==> config.mk <==
export PLATFORM = sky130hd
export DESIGN_NAME = repeating_timer_table_core_flat
export DESIGN_NICKNAME = d
export VERILOG_FILES = /design/src/rtl/core/rtt_pkg.sv /design/src/rtl/core/rtt_ifs.sv /design/src/rtl/core/rtt_alu.sv /design/src/rtl/core/repeating_timer_table_core.sv /design/src/flat_wrapper.sv
export SDC_FILE = /design/constraint.sdc
export NUM_CORES = 2
export LEC_CHECK = 0
export ABC_AREA = 1
export BUFFER_PORTS_ARGS = -buffer_cell sky130_fd_sc_hd__buf_4
export CORE_ASPECT_RATIO = 1.4
export CORE_MARGIN = 2
export CORE_UTILIZATION = 33
export CTS_CLUSTER_SIZE = 8
export DETAILED_ROUTE_END_ITERATION = 10
export HOLD_SLACK_MARGIN = 0.05
export PLACE_DENSITY = 0.47
export SLEW_MARGIN = 20
export SYNTH_ARGS = -nofsm -noshare
export SYNTH_HDL_FRONTEND = slang
export SYNTH_SLANG_ARGS = --single-unit
==> constraint.sdc <==
create_clock -name clk -period 10.63 [get_ports clk]
set_clock_uncertainty 0.15 [all_clocks]
set_input_delay 1.5945 -clock clk [delete_from_list [all_inputs] [get_ports clk]]
set_output_delay 1.5945 -clock clk [all_outputs]
set_load 0.005 [all_outputs]
==> src/rtl/core/rtt_pkg.sv <==
`default_nettype none
package rtt_pkg;

	localparam int SLOTS_DEF = 16;

	localparam logic [2:0] OP_SCAN    = 3'd0;
	localparam logic [2:0] OP_CREATE  = 3'd1;
	localparam logic [2:0] OP_DESTROY = 3'd2;
	localparam logic [2:0] OP_PAUSE   = 3'd3;
	localparam logic [2:0] OP_CLEAR   = 3'd4;

	typedef enum logic [1:0] {
		KIND_FIRED  = 2'd0,
		KIND_DONE   = 2'd1,
		KIND_ACCEPT = 2'd2,
		KIND_REJECT = 2'd3
	} kind_t;

	typedef struct packed {
		logic [2:0]  op;
		logic [3:0]  slot;
		logic [31:0] now;
		logic [23:0] delay;
		logic [15:0] reps;
		logic        pause_flag;
	} cmd_t;

	typedef struct packed {
		kind_t      kind;
		logic [3:0] fired_slot;
		logic       completed;
		logic       last;
	} evt_t;

	typedef struct packed {
		logic [23:0] period;
		logic [15:0] limit;
		logic [15:0] count;
		logic [31:0] deadline;
		logic [31:0] pstart;
	} entry_t;

	typedef enum logic [2:0] {
		ST_IDLE,
		ST_READ,
		ST_EXEC,
		ST_RESUME,
		ST_ADV,
		ST_OUT
	} state_t;

endpackage
`default_nettype wire

==> src/rtl/core/rtt_ifs.sv <==
`default_nettype none
interface rtt_cmd_if import rtt_pkg::*; ();
	logic valid;
	logic ready;
	cmd_t data;
	modport source (output valid, output data, input ready);
	modport sink (input valid, input data, output ready);
endinterface

interface rtt_evt_if import rtt_pkg::*; ();
	logic valid;
	logic ready;
	evt_t data;
	modport source (output valid, output data, input ready);
	modport sink (input valid, input data, output ready);
endinterface
`default_nettype wire

==> src/rtl/core/rtt_alu.sv <==
`default_nettype none
module rtt_alu import rtt_pkg::*; (
	input  wire logic [31:0] a,
	input  wire logic [31:0] b,
	input  wire logic        sub,
	output logic      [31:0] sum
);

	assign sum = sub ? (a - b) : (a + b);

endmodule
`default_nettype wire

==> src/rtl/core/repeating_timer_table_core.sv <==
// Channel | Role   | Payload                                   | Transaction
// cmd     | sink   | op, slot, now, delay, reps, pause_flag    | valid & ready
// evt     | source | kind, fired_slot, completed, last         | valid & ready
//
// A command is taken only when the block is idle and nothing is awaiting delivery.
// Single-result operations pass through read, execute and output states; a resume adds
// a resume state. An update scan reads and checks each slot in turn, adds an advance
// state for a firing slot that keeps running, and an output state for each result.
// A result waits in its register for as long as the sink stalls, and the scan
// waits with it.
// Reset clears the in-use and paused flags; the timer memory is not cleared.
`default_nettype none
module repeating_timer_table_core import rtt_pkg::*; #(
	parameter int SLOTS = SLOTS_DEF
) (
	input  wire logic clk,
	input  wire logic arst_n,
	rtt_cmd_if.sink   cmd,
	rtt_evt_if.source evt
);

	localparam int IDX_W = (SLOTS > 1) ? $clog2(SLOTS) : 1;
	localparam logic [IDX_W-1:0] LAST_IDX = IDX_W'(SLOTS - 1);

	state_t             state_q, state_d;
	cmd_t               cmd_q;
	evt_t               res_q, res_d;
	logic [IDX_W-1:0]   idx_q, idx_d;
	logic [31:0]        tmp_q, tmp_d;
	logic [SLOTS-1:0]   used_q, used_d;
	logic [SLOTS-1:0]   paused_q, paused_d;

	entry_t             tbl_q [SLOTS];
	entry_t             rd_q;
	entry_t             wr_data;
	logic               wr_en;

	logic [31:0]        alu_a, alu_b, alu_sum;
	logic               alu_sub;
	logic [15:0]        cnt_inc;
	logic               fin;
	logic               slot_ok;
	logic               ok;

	rtt_alu u_alu (
		.a   (alu_a),
		.b   (alu_b),
		.sub (alu_sub),
		.sum (alu_sum)
	);

	assign cmd.ready = (state_q == ST_IDLE);
	assign evt.valid = (state_q == ST_OUT);
	assign evt.data  = res_q;

	assign slot_ok = (32'(cmd_q.slot) < SLOTS);
	assign cnt_inc = rd_q.count + 16'd1;
	assign fin     = (rd_q.limit != 16'd0) && (cnt_inc >= rd_q.limit);

	always_ff @(posedge clk or negedge arst_n) begin
		if (!arst_n) begin
			state_q  <= ST_IDLE;
			used_q   <= '0;
			paused_q <= '0;
		end else begin
			state_q  <= state_d;
			used_q   <= used_d;
			paused_q <= paused_d;
		end
	end

	always_ff @(posedge clk) begin
		if (cmd.valid && cmd.ready) begin
			cmd_q <= cmd.data;
		end
		idx_q <= idx_d;
		tmp_q <= tmp_d;
		res_q <= res_d;
	end

	always_ff @(posedge clk) begin
		if (wr_en) begin
			tbl_q[idx_q] <= wr_data;
		end
		rd_q <= tbl_q[idx_q];
	end

	always_comb begin
		state_d  = state_q;
		idx_d    = idx_q;
		tmp_d    = tmp_q;
		res_d    = res_q;
		used_d   = used_q;
		paused_d = paused_q;
		wr_en    = 1'b0;
		wr_data  = rd_q;
		alu_a    = cmd_q.now;
		alu_b    = rd_q.deadline;
		alu_sub  = 1'b1;
		ok       = 1'b0;

		case (state_q)
			ST_IDLE: begin
				if (cmd.valid) begin
					state_d = ST_READ;
					idx_d   = (cmd.data.op == OP_SCAN) ? '0 : IDX_W'(cmd.data.slot);
				end
			end
			ST_READ: begin
				state_d = ST_EXEC;
			end
			ST_EXEC: begin
				state_d = ST_OUT;
				case (cmd_q.op)
					OP_SCAN: begin
						if (used_q[idx_q] && !paused_q[idx_q] && !alu_sum[31]) begin
							res_d = '{kind: KIND_FIRED, fired_slot: 4'(idx_q),
								completed: fin, last: 1'b0};
							if (fin) begin
								used_d[idx_q]   = 1'b0;
								paused_d[idx_q] = 1'b0;
							end else begin
								state_d = ST_ADV;
							end
						end else if (idx_q == LAST_IDX) begin
							res_d = '{kind: KIND_DONE, fired_slot: 4'd0,
								completed: 1'b0, last: 1'b1};
						end else begin
							idx_d   = idx_q + 1'b1;
							state_d = ST_READ;
						end
					end
					OP_CREATE: begin
						alu_b   = 32'(cmd_q.delay);
						alu_sub = 1'b0;
						if (slot_ok && !used_q[idx_q]) begin
							ok              = 1'b1;
							wr_en           = 1'b1;
							wr_data         = '{period: cmd_q.delay, limit: cmd_q.reps,
								count: 16'd0, deadline: alu_sum, pstart: 32'd0};
							used_d[idx_q]   = 1'b1;
							paused_d[idx_q] = 1'b0;
						end
					end
					OP_DESTROY: begin
						if (slot_ok && used_q[idx_q]) begin
							ok              = 1'b1;
							used_d[idx_q]   = 1'b0;
							paused_d[idx_q] = 1'b0;
						end
					end
					OP_PAUSE: begin
						alu_b = rd_q.pstart;
						if (slot_ok && used_q[idx_q]) begin
							ok = 1'b1;
							if (cmd_q.pause_flag) begin
								paused_d[idx_q] = 1'b1;
								wr_en           = 1'b1;
								wr_data.pstart  = cmd_q.now;
							end else if (paused_q[idx_q]) begin
								tmp_d   = alu_sum;
								state_d = ST_RESUME;
							end
						end
					end
					OP_CLEAR: begin
						ok       = 1'b1;
						used_d   = '0;
						paused_d = '0;
					end
					default: begin
						ok = 1'b0;
					end
				endcase
				if (cmd_q.op != OP_SCAN) begin
					res_d = '{kind: ok ? KIND_ACCEPT : KIND_REJECT,
						fired_slot: cmd_q.slot, completed: 1'b0, last: 1'b1};
				end
			end
			ST_RESUME: begin
				alu_a            = rd_q.deadline;
				alu_b            = tmp_q;
				alu_sub          = 1'b0;
				wr_en            = 1'b1;
				wr_data.deadline = alu_sum;
				wr_data.pstart   = 32'd0;
				paused_d[idx_q]  = 1'b0;
				state_d          = ST_OUT;
			end
			ST_ADV: begin
				alu_a            = rd_q.deadline;
				alu_b            = 32'(rd_q.period);
				alu_sub          = 1'b0;
				wr_en            = 1'b1;
				wr_data.deadline = alu_sum;
				if (rd_q.limit != 16'd0) begin
					wr_data.count = cnt_inc;
				end
				state_d = ST_OUT;
			end
			ST_OUT: begin
				if (evt.ready) begin
					if (res_q.last) begin
						state_d = ST_IDLE;
					end else if (idx_q == LAST_IDX) begin
						res_d = '{kind: KIND_DONE, fired_slot: 4'd0,
							completed: 1'b0, last: 1'b1};
					end else begin
						idx_d   = idx_q + 1'b1;
						state_d = ST_READ;
					end
				end
			end
			default: begin
				state_d = ST_IDLE;
			end
		endcase
	end

endmodule
`default_nettype wire

==> src/flat_wrapper.sv <==
// flat-port wrapper written by rule: the top's interface ports become plain ports
module repeating_timer_table_core_flat import rtt_pkg::*;
#(
	parameter int SLOTS = SLOTS_DEF
)
  (clk, arst_n, cmd_valid, cmd_data, cmd_ready, evt_valid, evt_data, evt_ready);
  rtt_cmd_if cmd_i ();
  rtt_evt_if evt_i ();
  input  wire logic clk;
  input  wire logic arst_n;
  input wire logic [$bits(cmd_i.valid)-1:0] cmd_valid;
  input wire logic [$bits(cmd_i.data)-1:0] cmd_data;
  output wire logic [$bits(cmd_i.ready)-1:0] cmd_ready;
  output wire logic [$bits(evt_i.valid)-1:0] evt_valid;
  output wire logic [$bits(evt_i.data)-1:0] evt_data;
  input wire logic [$bits(evt_i.ready)-1:0] evt_ready;
  assign cmd_i.valid = cmd_valid;
  assign cmd_i.data = cmd_data;
  assign cmd_ready = cmd_i.ready;
  assign evt_valid = evt_i.valid;
  assign evt_data = evt_i.data;
  assign evt_i.ready = evt_ready;
  repeating_timer_table_core #(.SLOTS(SLOTS)) u_core (.clk(clk), .arst_n(arst_n), .cmd(cmd_i), .evt(evt_i));
endmodule
==> results.py <==
metrics = {
    "clock_tree": {
        "clockBufferDepth": 4,
        "clockRootBuffer": "clkbuf_16",
        "cts_tree": "yes",
        "cts_made_buffers": 317,
        "clkLatencyLatePin_ns": 0.86,
        "cts.sinks": 2199,
        "htreeDepth": 5,
        "post_cts_buffers": 0,
        "clk_pin_slew_ns": 0.06,
        "cts-resized-gates": 0,
        "postCtsHoldBufs": 0,
    },
    "worst_setup_path": {
        "endpoint_kind": "register",
        "regToRegSetupSlack_ns": 2.85,
        "cp_max_fo": 23,
        "start_kind": "register",
        "cp.arrival_ns": 8.10,
        "required_ns": 10.95,
        "worstSetupPathType": "reg -> reg",
    },
    "detailed_routing": {
        "wl_mm": 299,
        "drt-pass1-iter-count": 7,
        "vias": 60700,
        "ant_nets": 0,
        "vias_per_cell": 5.33,
        "wl_per_cell_um": 26.2,
        "drc": 0,
        "dr.first_iter.drc_count": 4617,
    },
    "yosys": {
        "yosys.area.top_type": "edfxtp_1",
        "synth_adder_area_share_pct": 0.762,
        "synth_top_family_by_area": "compound AO/OA/AOI/OAI gates",
        "yosys-top-cells-area": "edfxtp_1, o21ai_0, nor2_1",
        "synth_enable_flop_cells": 2044,
        "synth.most_common_cell": "edfxtp_1",
        "synthMuxAreaShare_pct": 0.0335,
        "async_flop_share_pct": 1.59,
        "synth_cell_types": 53,
        "synth_top_area_share_pct": 68.5,
        "synth_xor_area_share_pct": 0.654,
        "synth_common_cells": "edfxtp_1, o21ai_0, nor2_1",
        "synth-simple-area-share_pct": 11.6,
        "syn_inst": 7535,
        "syn_avg_cell_area_um2": 11.9,
        "synth_compound_gate_area_share_pct": 11.7,
        "synth_warnings": 0,
        "synth_area_mm2": 0.0897,
        "ys_ff_latch": 2199,
        "synth_nets": 7673,
        "synth_seq_area_share_pct": 72.1,
        "synth-main-ff-cell": "edfxtp_1",
    },
    "grt": {
        "track_usage_pct": 21.1,
        "grt_pass1_wl_mm": 428,
        "grt_start_max_net_pins": 198,
        "grt_overflow": 0,
        "grt_pass1_vias": 60000,
        "grt_antenna_before_repair": 5,
    },
    "finish": {
        "nets": 7772,
        "fin_area_mm2": 0.104,
        "area_growth_pct": 15.7,
        "drive_gt1_share_pct": 8.63,
    },
    "floorplan": {
        "die_area_mm2": 0.276,
        "dieHeight_um": 621,
        "pin_count": 94,
        "fp.dieW_um": 445,
        "start_util_pct": 33.1,
        "core_area_mm2": 0.271,
        "fp-row-count": 226,
    },
    "sta": {
        "layout_min_cycle_time_ns": 7.78,
        "period_share_pct": 73.2,
        "relSlewSlack_pct": 24.1,
        "setup_viol": 0,
        "slew_viol_final": 0,
        "tightest_slew_ns": 1.14,
        "clock.fmax_mhz": 129,
        "timing_hold_violations_final": 0,
        "tns_ns": 0,
        "rsz0062_at_grt": "false",
    },
    "run_status": {
        "outcome": "complete, no violations",
    },
    "placed_design": {
        "hpwl_mm": 161,
        "io_buffers": 93,
        "gp_congestion": 0.914,
        "place_area_mm2": 0.0946,
    },
    "min_path": {
        "hold_path_class": "reg -> reg",
    },
    "run": {
        "max_cap_violations": 0,
    },
    "power_and_ir_drop": {
        "p_per_area_mw_per_mm2": 348,
        "p_leak_uw": 0.0348,
        "ir_drop_mv": 0.241,
    },
}
cell type report:
cell class                      instances  area (µm²)
Inverter                              248        1080
Tap cell                             3534        4420
Fill cell                           25700      167000
Multi-Input combinational cell       4616       22400
Timing Repair Buffer                  252        2140
Clock inverter                         11         174
Antenna cell                            4        10.0
Sequential cell                      2199       64700
Clock buffer                          533        8860
metrics by stage:
stage / utilization [%] / power [µW] / instances / hold slack, ns / setup WS [ns]
finish: 38.3 / 36100 / 11400 / 0.324 / 2.85
global route: 38.3 / 37900 / 11400 / 0.356 / 2.29
CTS: 38.3 / 36300 / 11400 / 0.322 / 2.88
detailed placement: 34.9 / 26900 / 10800 / 0.308 / 3.01
global placement: 34.9 / 26800 / 10800 / 0.318 / 3.27
floorplan: - / 21300 / 7535 / 0.292 / 5.02
registers in the layout, indices dropped and copies added (netlist names):
| signal | count |
|---|---|
| u_core.tbl_q | 1920 |
| u_core.state_q | 3 |
| u_core.tmp_q | 32 |
| u_core.idx_q | 4 |
| u_core.evt.data | 8 |
| u_core.cmd_q | 80 |
| u_core.rd_q | 120 |
| u_core.used_q | 16 |
| u_core.paused_q | 16 |
metal layers:
metal | global-route usage (%) | vias to the layer above | wire (µm)
li1 | - | 27600 | -
met1 | 25.5 | 30900 | 120000
met2 | 38.7 | 1741 | 156000
met3 | 2.43 | 463 | 13100
met4 | 7.19 | 0 | 10200
met5 | 0 | - | 0
critical path, cell delays in order (launching register included):
cell and delay, ns:
dfrtp_1 0.93, inv_2 0.19, nor2_4 0.56, inv_2 0.32, nand2_1 0.50, nor2_1 0.37, inv_1 0.64, nand2_1 0.14
xor2_1 0.17, ha_1 0.39, nand2_1 0.07, o21ai_0 0.42, nand2_1 0.11, nand2_1 0.12, a21oi_1 0.14, o21ai_0 0.35
a21o_1 0.21, nand2_1 0.07, nand2_1 0.22, nand3_1 0.11, nand2_1 0.09, xor2_1 0.41, nand2_1 0.11, o21ai_1 0.54
cells in the final DEF (no fill, tap or decap), drive strengths merged, types with 3 or more instances in the layout:
cell / count
clkinv: 5
clkbuf: 537
a31oi: 4
inv: 253
o21bai: 6
nor3: 20
o31ai: 18
o22ai: 510
edfxtp: 2044
nor2: 1211
a21oi: 103
nor4: 3
nand2: 1035
mux2i: 3
o21ai: 1258
nand3: 107
xor2: 50
nand3b: 3
a21o: 4
xnor2: 17
buf: 248
o211ai: 22
dfrtp: 35
dfxtp: 120
ha: 53
nand4: 172
diode: 4
final timing paths:
path	start	endpoint	depth (start not counted)
worst max-delay path	u_core.state_q[0]	u_core.tbl_q[9][60]	23
worst min-delay path	u_core.paused_q[5]	u_core.paused_q[5]	2
worst max register to register	u_core.state_q[0]	u_core.tbl_q[9][60]	23
worst min register to register	u_core.paused_q[5]	u_core.paused_q[5]	2
max in group asynchronous	arst_n	u_core.paused_q[13]	1
min in group asynchronous	arst_n	u_core.state_q[0]	1
cells by family (layout without fill, tap and decap cells):
kind of cell / count (synthesis) / count (layout)
XOR/XNOR: 67 / 67
buffers and inverters: 720 / 1044
other: 0 / 4
multiplexers: 3 / 3
flip-flops: 2199 / 2199
AND/OR/NAND/NOR: 2554 / 2554
AO/OA/AOI/OAI: 1938 / 1938
adder cells (fa/ha/maj): 54 / 54
report_power, final:
group / switching [µW] / total [µW] / internal, µW
Sequential: 689 / 13200 / 12500
Clock: 3660 / 9300 / 5640
Combinational: 10100 / 13600 / 3490
Total: 14500 / 36100 / 21600
(Power assumes the default switching activity.)
